===== src/design/assert_macros.svh =====
// Assertion macros shared by the top level and the orbit engine.
`ifndef ASSERT_MACROS_SVH
`define ASSERT_MACROS_SVH

// Check a property on a given clock, disabled while the given active-low reset is low.
`define ASSERT_AT(lbl, clk, rstn, prop) \
  lbl: assert property (@(posedge clk) disable iff (!rstn) prop) \
    else $error("assertion failed");

// Check a property on the standard clock and reset.
`define ASSERT_STD(lbl, prop) `ASSERT_AT(lbl, clk_i, rst_ni, prop)

`endif


===== src/design/lfp_pkg.sv =====
// Shared types, constants and the log table for the Lyapunov pixel block.
`timescale 1ns / 1ps
`default_nettype none
package lfp_pkg;

  localparam int NUM_W = 39;  // col * 1.5 * 2^29 fits in 39 bits
  localparam int TERM_W = 23;
  localparam int CFG_IDX_W = 8;
  localparam int CFG_DATA_W = 10;

  localparam logic [31:0] RATE_LO = 32'd1342177280;  // 2.5 in Q3.29
  localparam logic [31:0] RATE_HI = 32'h8000_0000;   // 4.0 in Q3.29
  localparam logic [31:0] X_START = 32'h8000_0000;   // 0.5 in Q0.32
  localparam logic [63:0] DERIV_MIN = 64'd2306;      // 1e-15 in 2^-61 units
  localparam logic [16:0] LN2_Q16 = 17'd45426;

  localparam logic [CFG_IDX_W-1:0] REG_SEQ_PATTERN = 8'd0;
  localparam logic [CFG_IDX_W-1:0] REG_SEQ_LENGTH = 8'd1;
  localparam logic [CFG_IDX_W-1:0] REG_GRID_COLS = 8'd2;
  localparam logic [CFG_IDX_W-1:0] REG_GRID_ROWS = 8'd3;

  // Control that travels with each division down the cell chain.
  typedef struct packed {
    logic valid;
    logic is_b;
  } div_ctl_t;

  // Finished result of the orbit engine.
  typedef struct packed {
    logic       done;
    logic       escaped;
    logic [3:0] level;
  } orb_res_t;

  // round(65536 * ln(1 + (k + 0.5) / 16))
  function automatic logic [15:0] ln_frac(input logic [3:0] k);
    logic [15:0] v;
    case (k)
      4'd0:  v = 16'd2017;
      4'd1:  v = 16'd5873;
      4'd2:  v = 16'd9515;
      4'd3:  v = 16'd12965;
      4'd4:  v = 16'd16242;
      4'd5:  v = 16'd19364;
      4'd6:  v = 16'd22343;
      4'd7:  v = 16'd25193;
      4'd8:  v = 16'd27924;
      4'd9:  v = 16'd30546;
      4'd10: v = 16'd33067;
      4'd11: v = 16'd35494;
      4'd12: v = 16'd37835;
      4'd13: v = 16'd40095;
      4'd14: v = 16'd42280;
      4'd15: v = 16'd44394;
      default: v = 16'd0;
    endcase
    return v;
  endfunction

endpackage
`default_nettype wire


===== src/design/lfp_div_cell.sv =====
// One restoring-division cell: resolves one quotient bit and hands on.
`timescale 1ns / 1ps
`default_nettype none
module lfp_div_cell #(
  parameter int DIV_W = 12
) (
  input  wire                      clk_i,
  input  wire                      rst_ni,
  input  lfp_pkg::div_ctl_t        ctl_i,
  input  wire  [DIV_W-1:0]         rem_i,
  input  wire  [lfp_pkg::NUM_W-1:0] word_i,
  input  wire  [DIV_W-1:0]         div_i,
  output lfp_pkg::div_ctl_t        ctl_o,
  output logic [DIV_W-1:0]         rem_o,
  output logic [lfp_pkg::NUM_W-1:0] word_o,
  output logic [DIV_W-1:0]         div_o
);
  import lfp_pkg::*;

  logic [DIV_W:0] partial;
  logic           ge;
  logic [DIV_W:0] diff;

  // Bring down the next dividend bit; the word shifts the quotient in at the bottom.
  always_comb begin
    partial = {rem_i, word_i[NUM_W-1]};
    ge      = partial >= {1'b0, div_i};
    diff    = partial - {1'b0, div_i};
  end

  always_ff @(posedge clk_i or negedge rst_ni) begin
    if (!rst_ni) begin
      ctl_o <= '0;
    end else begin
      ctl_o <= ctl_i;
    end
  end

  always_ff @(posedge clk_i) begin
    rem_o  <= ge ? diff[DIV_W-1:0] : partial[DIV_W-1:0];
    word_o <= {word_i[NUM_W-2:0], ge};
    div_o  <= div_i;
  end

endmodule
`default_nettype wire


===== config.mk =====
export PLATFORM = sky130hd
export DESIGN_NAME = lfp_div_cell
export DESIGN_NICKNAME = d
export VERILOG_FILES = /design/src/design/assert_macros.svh /design/src/design/lfp_pkg.sv /design/src/design/lfp_div_cell.sv
export SDC_FILE = /design/constraint.sdc
export NUM_CORES = 1
export LEC_CHECK = 0
export BUFFER_PORTS_ARGS = -buffer_cell sky130_fd_sc_hd__buf_2
export CAP_MARGIN = 20
export CORE_MARGIN = 4
export CORE_UTILIZATION = 45
export DETAILED_ROUTE_END_ITERATION = 8
export PLACE_DENSITY = 0.81
export RECOVER_POWER = 50
export SLEW_MARGIN = 40
export SYNTH_ARGS = -nofsm -noshare
export SYNTH_HDL_FRONTEND = slang
export SYNTH_SLANG_ARGS = --single-unit

===== constraint.sdc =====
create_clock -name clk_i -period 0.8 [get_ports clk_i]
set_input_delay 0.08 -clock clk_i [delete_from_list [all_inputs] [get_ports clk_i]]
set_output_delay 0.08 -clock clk_i [all_outputs]
set_load 0.02 [all_outputs]

==> results of run 1 <==
cells by family after synthesis:
family	Yosys count	share of synthesized area, %
xor gates and xnor gates	8	3.233
adders and majority gates	13	7.852
DFF	65	60.51
AOI/OAI and AO/OA	23	8.430
and+or+nand+nor	34	8.718
muxes	13	7.794
buffers and inverters	17	3.464
synthesized netlist by cell type (4+ instances only):
| master | number | area [sq um] |
|---|---|---|
| sky130_fd_sc_hd__dfxtp_1 | 63 | 1261 |
| sky130_fd_sc_hd__inv_1 | 15 | 56.30 |
| sky130_fd_sc_hd__ha_1 | 12 | 150.1 |
| sky130_fd_sc_hd__nand3_1 | 9 | 45.04 |
| sky130_fd_sc_hd__nor2_1 | 9 | 33.78 |
| sky130_fd_sc_hd__mux2_4 | 7 | 105.1 |
| sky130_fd_sc_hd__a21oi_1 | 5 | 25.02 |
| sky130_fd_sc_hd__xnor2_1 | 5 | 43.79 |
| sky130_fd_sc_hd__nand2_1 | 4 | 15.01 |
| sky130_fd_sc_hd__nor2b_1 | 4 | 25.02 |
stage by stage:
stage	instances	util, %	hold WS [ps]
global placement	385	69.61	-135.7
detailed placement	385	69.61	-129.8
floorplan	173	-	-215.6
==> results by stage, run 1 <==
Floorplan:
- The floorplan step set the die height to 77.40 um.
- The number of primary I/O pins is 132.
- The x dimension of the die is 77.40 um.
- Once the floorplan was initialized, standard cells occupied 48.11% of the core.
- The floorplan row count is 24.

Yosys:
- The count of cell types in the netlist is 37.
- The primary flip-flop cell chosen by synthesis mapping is sky130_fd_sc_hd__dfxtp_1.
- The async set-or-reset flop fraction in the synthesized netlist is 3.077%.
- After technology mapping, the gate count stands at 173.
- In this run, synthesis inferred 0 flip-flops with an integrated enable.
- The cell area after synthesis is 2167 sq um.
- Counting flops and latches in the post-synthesis netlist gives 65.
- Of the synthesized area, sequential elements account for 60.51%.
- The post-synthesis area per instance is 12.53 sq um.
- The post-synthesis net count is 253.
- During synthesis, Yosys emitted a total of 0 warnings.

Clock tree:
- The longest clock path from root to sink contains 2 buffers.
- The number of buffers created by CTS is 9.
- The clock net in this run drives a total of 65 sinks.
- Hold repair after CTS inserted 58 buffers.
- The level count of the clock H-tree is 3.
- After clock tree synthesis, the repair step resized 204 gates.
- The root buffer cell is sky130_fd_sc_hd__clkbuf_8.
- The buffer count from post-CTS setup fixing is 3.

Placed design:
- Summed over all nets, the half-perimeter wirelength after detailed placement is 4.711 mm.
- The cell area after placement is 3136 sq um.
- In this run the tool buffered the top-level ports with 131 buffer cells.
- The last weighted congestion value of the routability-driven placer is 0.8149.
- At the placement stage, the worst setup path has a slack of -1500 ps.

Run status:
- The flow did not finish.
- The stage where the flow stopped is 4_1_cts.
- The first error in the log reads "[ERROR DPL-0033] detailed placement checks failed during check placement".
==> inputs of run 2 (changes only) <==
CORE_UTILIZATION = 35   (was 45)
PLACE_DENSITY = unset   (was 0.81)
PLACE_DENSITY_LB_ADDON = 0.15   (was unset)
==> run 2 against run 1 <==
  * The flow now finishes, with violations (negative setup slack)
  * Synthesized cell count did not move
  * Area after synthesis did not move
==> results by stage, run 2 <==
STA:
- The actual transition at the worst max-transition pin is 317.9 ps.
- The final-report setup violation count is 78.
- The worst slew margin relative to its limit is 78.61%.
- Setup repair after global routing could not meet its margin everywhere.
- Derived from the worst setup path, the maximum achievable clock frequency is 546.9 MHz.
- The setup slack after layout is -1029 ps.
- The post-route minimum period is 1829 ps.
- The total count of max-transition violations in the final report is 0.
- The final number of hold-violating endpoints is 0.
- The final critical-path share of the clock period is 228.6%.
- Summed over all failing endpoints, the final setup total negative slack is -17,380 ps.

Final layout:
- Fill cells in the final layout number 369.
- The most frequent standard cell in the layout excluding fill and tap cells is sky130_fd_sc_hd__buf_6.
- The number of nets in the finished design is 491.
- The top register by number of flip-flops is word_o.
- Cells fill 77.21% of the core in the end.
- Relative to the synthesized area, the layout overhead comes to 112.2%.
- The register with the most flip-flops in the layout has 39 of them.
- The post-route netlist has 64.42% of its cells at a drive strength greater than 1.
- The largest registers in the layout are word_o: 39 flops, div_o: 12 flops, rem_o: 12 flops.
- The top cell types in the final layout, fill and taps aside, are sky130_fd_sc_hd__buf_6 (68), sky130_fd_sc_hd__dfxtp_2 (63), sky130_fd_sc_hd__buf_2 (61), sky130_fd_sc_hd__dlygate4sd3_1 (59), sky130_fd_sc_hd__buf_4 (36).

Yosys:
- The share of Yosys cell area claimed by the top area cell type came to 58.20% (unchanged).
- Top cells by area in the synthesized netlist: sky130_fd_sc_hd__dfxtp_1 (58%), sky130_fd_sc_hd__ha_1 (6.9%), sky130_fd_sc_hd__mux2_4 (4.8%) (unchanged).
- The count of cell types in the netlist is 37 (unchanged).
- The register area share after synthesis came to 60.51% (unchanged).
- The primary flip-flop cell chosen by synthesis mapping is sky130_fd_sc_hd__dfxtp_1 (unchanged).
- The async set-or-reset flop fraction in the synthesized netlist was 3.077% (unchanged).
- The post-synthesis area per instance is 12.53 sq um (unchanged).
- The cell count after synthesis is 173 (unchanged).
- The number of warnings issued by yosys is 0 (unchanged).
- The cell area after synthesis is 2167 sq um (unchanged).
- The most area-hungry cell type in the Yosys netlist is sky130_fd_sc_hd__dfxtp_1 (unchanged).
- The count of flip-flops with a built-in enable after synthesis is 0 (unchanged).
- The synthesis-stage register bit count is 65 (unchanged).
- Synth cell count leaders: sky130_fd_sc_hd__dfxtp_1 (63), sky130_fd_sc_hd__inv_1 (15), sky130_fd_sc_hd__ha_1 (12), sky130_fd_sc_hd__nand3_1 (9), sky130_fd_sc_hd__nor2_1 (9) (unchanged).
- The most repeated cell in the gate-level netlist after synthesis is sky130_fd_sc_hd__dfxtp_1 (unchanged).
- The post-synthesis net count is 253 (unchanged).

Global route:
- The largest net degree at the start of global routing is 14.
- The first global-routing pass estimated 11.41 mm of wire.
- The number of global-route vias before repair is 2,330.
- The total track usage is 20.18%.
- The residual overflow from global routing is 0.
- The initial antenna violation count came to 1.

Clock tree:
- The number of buffers created by CTS is 9 (unchanged).
- The level count of the clock H-tree is 3 (unchanged).
- TritonCTS built the clock tree.
- The clock-pin slew on the worst setup and hold paths is 80 ps.
- The maximum number of buffers from clock root to sink is 2 (unchanged).
- The CTS sink count is 65 (unchanged).
- The root buffer cell is sky130_fd_sc_hd__clkbuf_8 (unchanged).

Drt:
- The number of antenna-violating nets in the routed design is 0.
- The wire length after detailed routing is 7.239 mm.
- The average wire per cell in the routed design is 14.71 um.
- After detailed routing, the number of vias per cell comes to 4.382.
- The violation count after the first detailed-routing iteration is 78.
- The overall via count from detail_route is 2,156.
- The number of iterations in the first detailed-routing pass is 4.
- After detailed routing, the number of remaining DRC violations is 0.

Worst setup path:
- The kind of start point of the critical path is a primary input.
- STA puts the critical path data arrival time at 2060 ps.
- The data required time of the worst path is 1030 ps.
- The critical path starts at rem_i[0].
- The kind of critical path is in -> reg.
- In this run the worst setup path terminates at rem_o[11]$_DFF_P_.
- Of all nets on the critical path, the largest fanout is 8.
- The worst setup path is captured at a register.

Floorplan:
- The area of the die is 7514 sq um.
- The die height was 86.69 um (was 77.40 um).
- The x dimension of the die was 86.69 um (was 77.40 um).
- The core region is 5956 sq um.
- The floorplan row count is 28 (was 24).
- The starting density of the core is 36.39% (was 48.11%).
- The number of primary I/O pins is 132 (unchanged).

Hold path:
- In this run the worst hold path is classified as in -> reg.
- The startpoint of the tightest hold check path is rem_i[1].

Placed design:
- The last weighted congestion value of the routability-driven placer is 0.8414 (was 0.8149).
- The final HPWL from detailed placement is 4.051 mm (was 4.711 mm).
- The number of I/O port buffers is 131 (unchanged).

Power and ir drop:
- The power density over the cells is 2077 nW/um^2.
- The maximum resistive drop on vdd is 1377 uV.
- The analysis attributes to cell leakage a power of 2.184 nW.

Job:
- The tool flagged a number of max-cap violations equal to 0.

Run status:
- Run status: finished, violations left (was did not finish).
- The checks that failed: negative setup slack.
[run 2: cell counts after synthesis]
Identical to the previous run, type by type.
[run 2: critical path: stages]
cell and delay, ps:
sky130_fd_sc_hd__buf_8 100, sky130_fd_sc_hd__ha_4 230, sky130_fd_sc_hd__nor2b_4 120, sky130_fd_sc_hd__o31a_1 250, sky130_fd_sc_hd__o31a_1 270, sky130_fd_sc_hd__o311a_4 320, sky130_fd_sc_hd__nor4_4 170, sky130_fd_sc_hd__buf_6 210
sky130_fd_sc_hd__mux2_4 310
[run 2: power breakdown]
part / internal [mW] / leakage (nW) / switching, mW
Clock: 2.10 / 0.124 / 1.37
Combinational: 1.39 / 1.51 / 0.987
Sequential: 3.57 / 0.555 / 0.137
[run 2: logic make-up (layout without fill, tap and decap cells)]
logic type | Yosys count | in the layout | share of synthesized area (%)
xor gates and xnor gates | 8 | 8 | 3.233
buffers and inverters | 17 | 260 | 3.464
and+or+nand+nor | 34 | 34 | 8.718
DFF | 65 | 65 | 60.51
AOI/OAI and AO/OA | 23 | 23 | 8.430
muxes | 13 | 13 | 7.794
adders and majority gates | 13 | 13 | 7.852
other | 0 | 1 | 0
[run 2: how the worst min path moves through the flow]
stage | slack, ps | cells past startpoint | endpoint
floorplan | -220 | 0 | ctl_o[0]$_DFF_PN0_
global placement | -140 | 1 | ctl_o[1]$_DFF_PN0_
detailed placement | -130 | 1 | ctl_o[1]$_DFF_PN0_
CTS | 6 | 2 | rem_o[2]$_DFF_P_
global route | 8 | 2 | rem_o[2]$_DFF_P_
finish | 20 | 2 | rem_o[2]$_DFF_P_
[run 2: per-stage QoR]
step / total power, mW / instances / area (sq um) / setup slack [ps] / hold WS, ps
floorplan: 4.669 / 173 / 2201 / -1306 / -215.6
global placement: 5.345 / 408 / 3164 / -1452 / -136.4
detailed placement: 5.361 / 408 / 3164 / -1508 / -134.7
CTS: 9.559 / 489 / 4574 / -1018 / 6.188
global route: 10.00 / 492 / 4598 / -1107 / 8.021
finish: 9.551 / 492 / 4598 / -1029 / 17.21
[run 2: metal layers]
| layer | up-vias | global-route usage, % | wire length, um |
|---|---|---|---|
| met1 | 983 | 20.65 | 2497 |
| met5 | - | 0 | 0 |
| met3 | 12 | 7.034 | 551 |
| met4 | 0 | 6.516 | 132 |
| met2 | 95 | 37.97 | 4058 |
| li1 | 1066 | - | - |
[run 2: area by class of cell]
class	count	area, sq um	area share, %
clock buffers	9	123.9	2.694
flip-flops and latches	65	1390	30.23
inverters	15	61.31	1.333
clock inverters	7	125.1	2.721
well taps	75	93.84	2.041
repair buffers	229	1973	42.91
multi-input cells	91	828.3	18.01
diodes	1	2.502	0.05442
[run 2: what timing repair did]
item,4_1_cts,5_1_grt
hold buffers,59,0
hold endpoints to repair,60,0
gates cloned,0,0
setup buffers,6,2
resized for setup,205,3
pin swaps,1,0
endpoints found under the setup margin,78,78
Power figures use the tool's default switching activity.
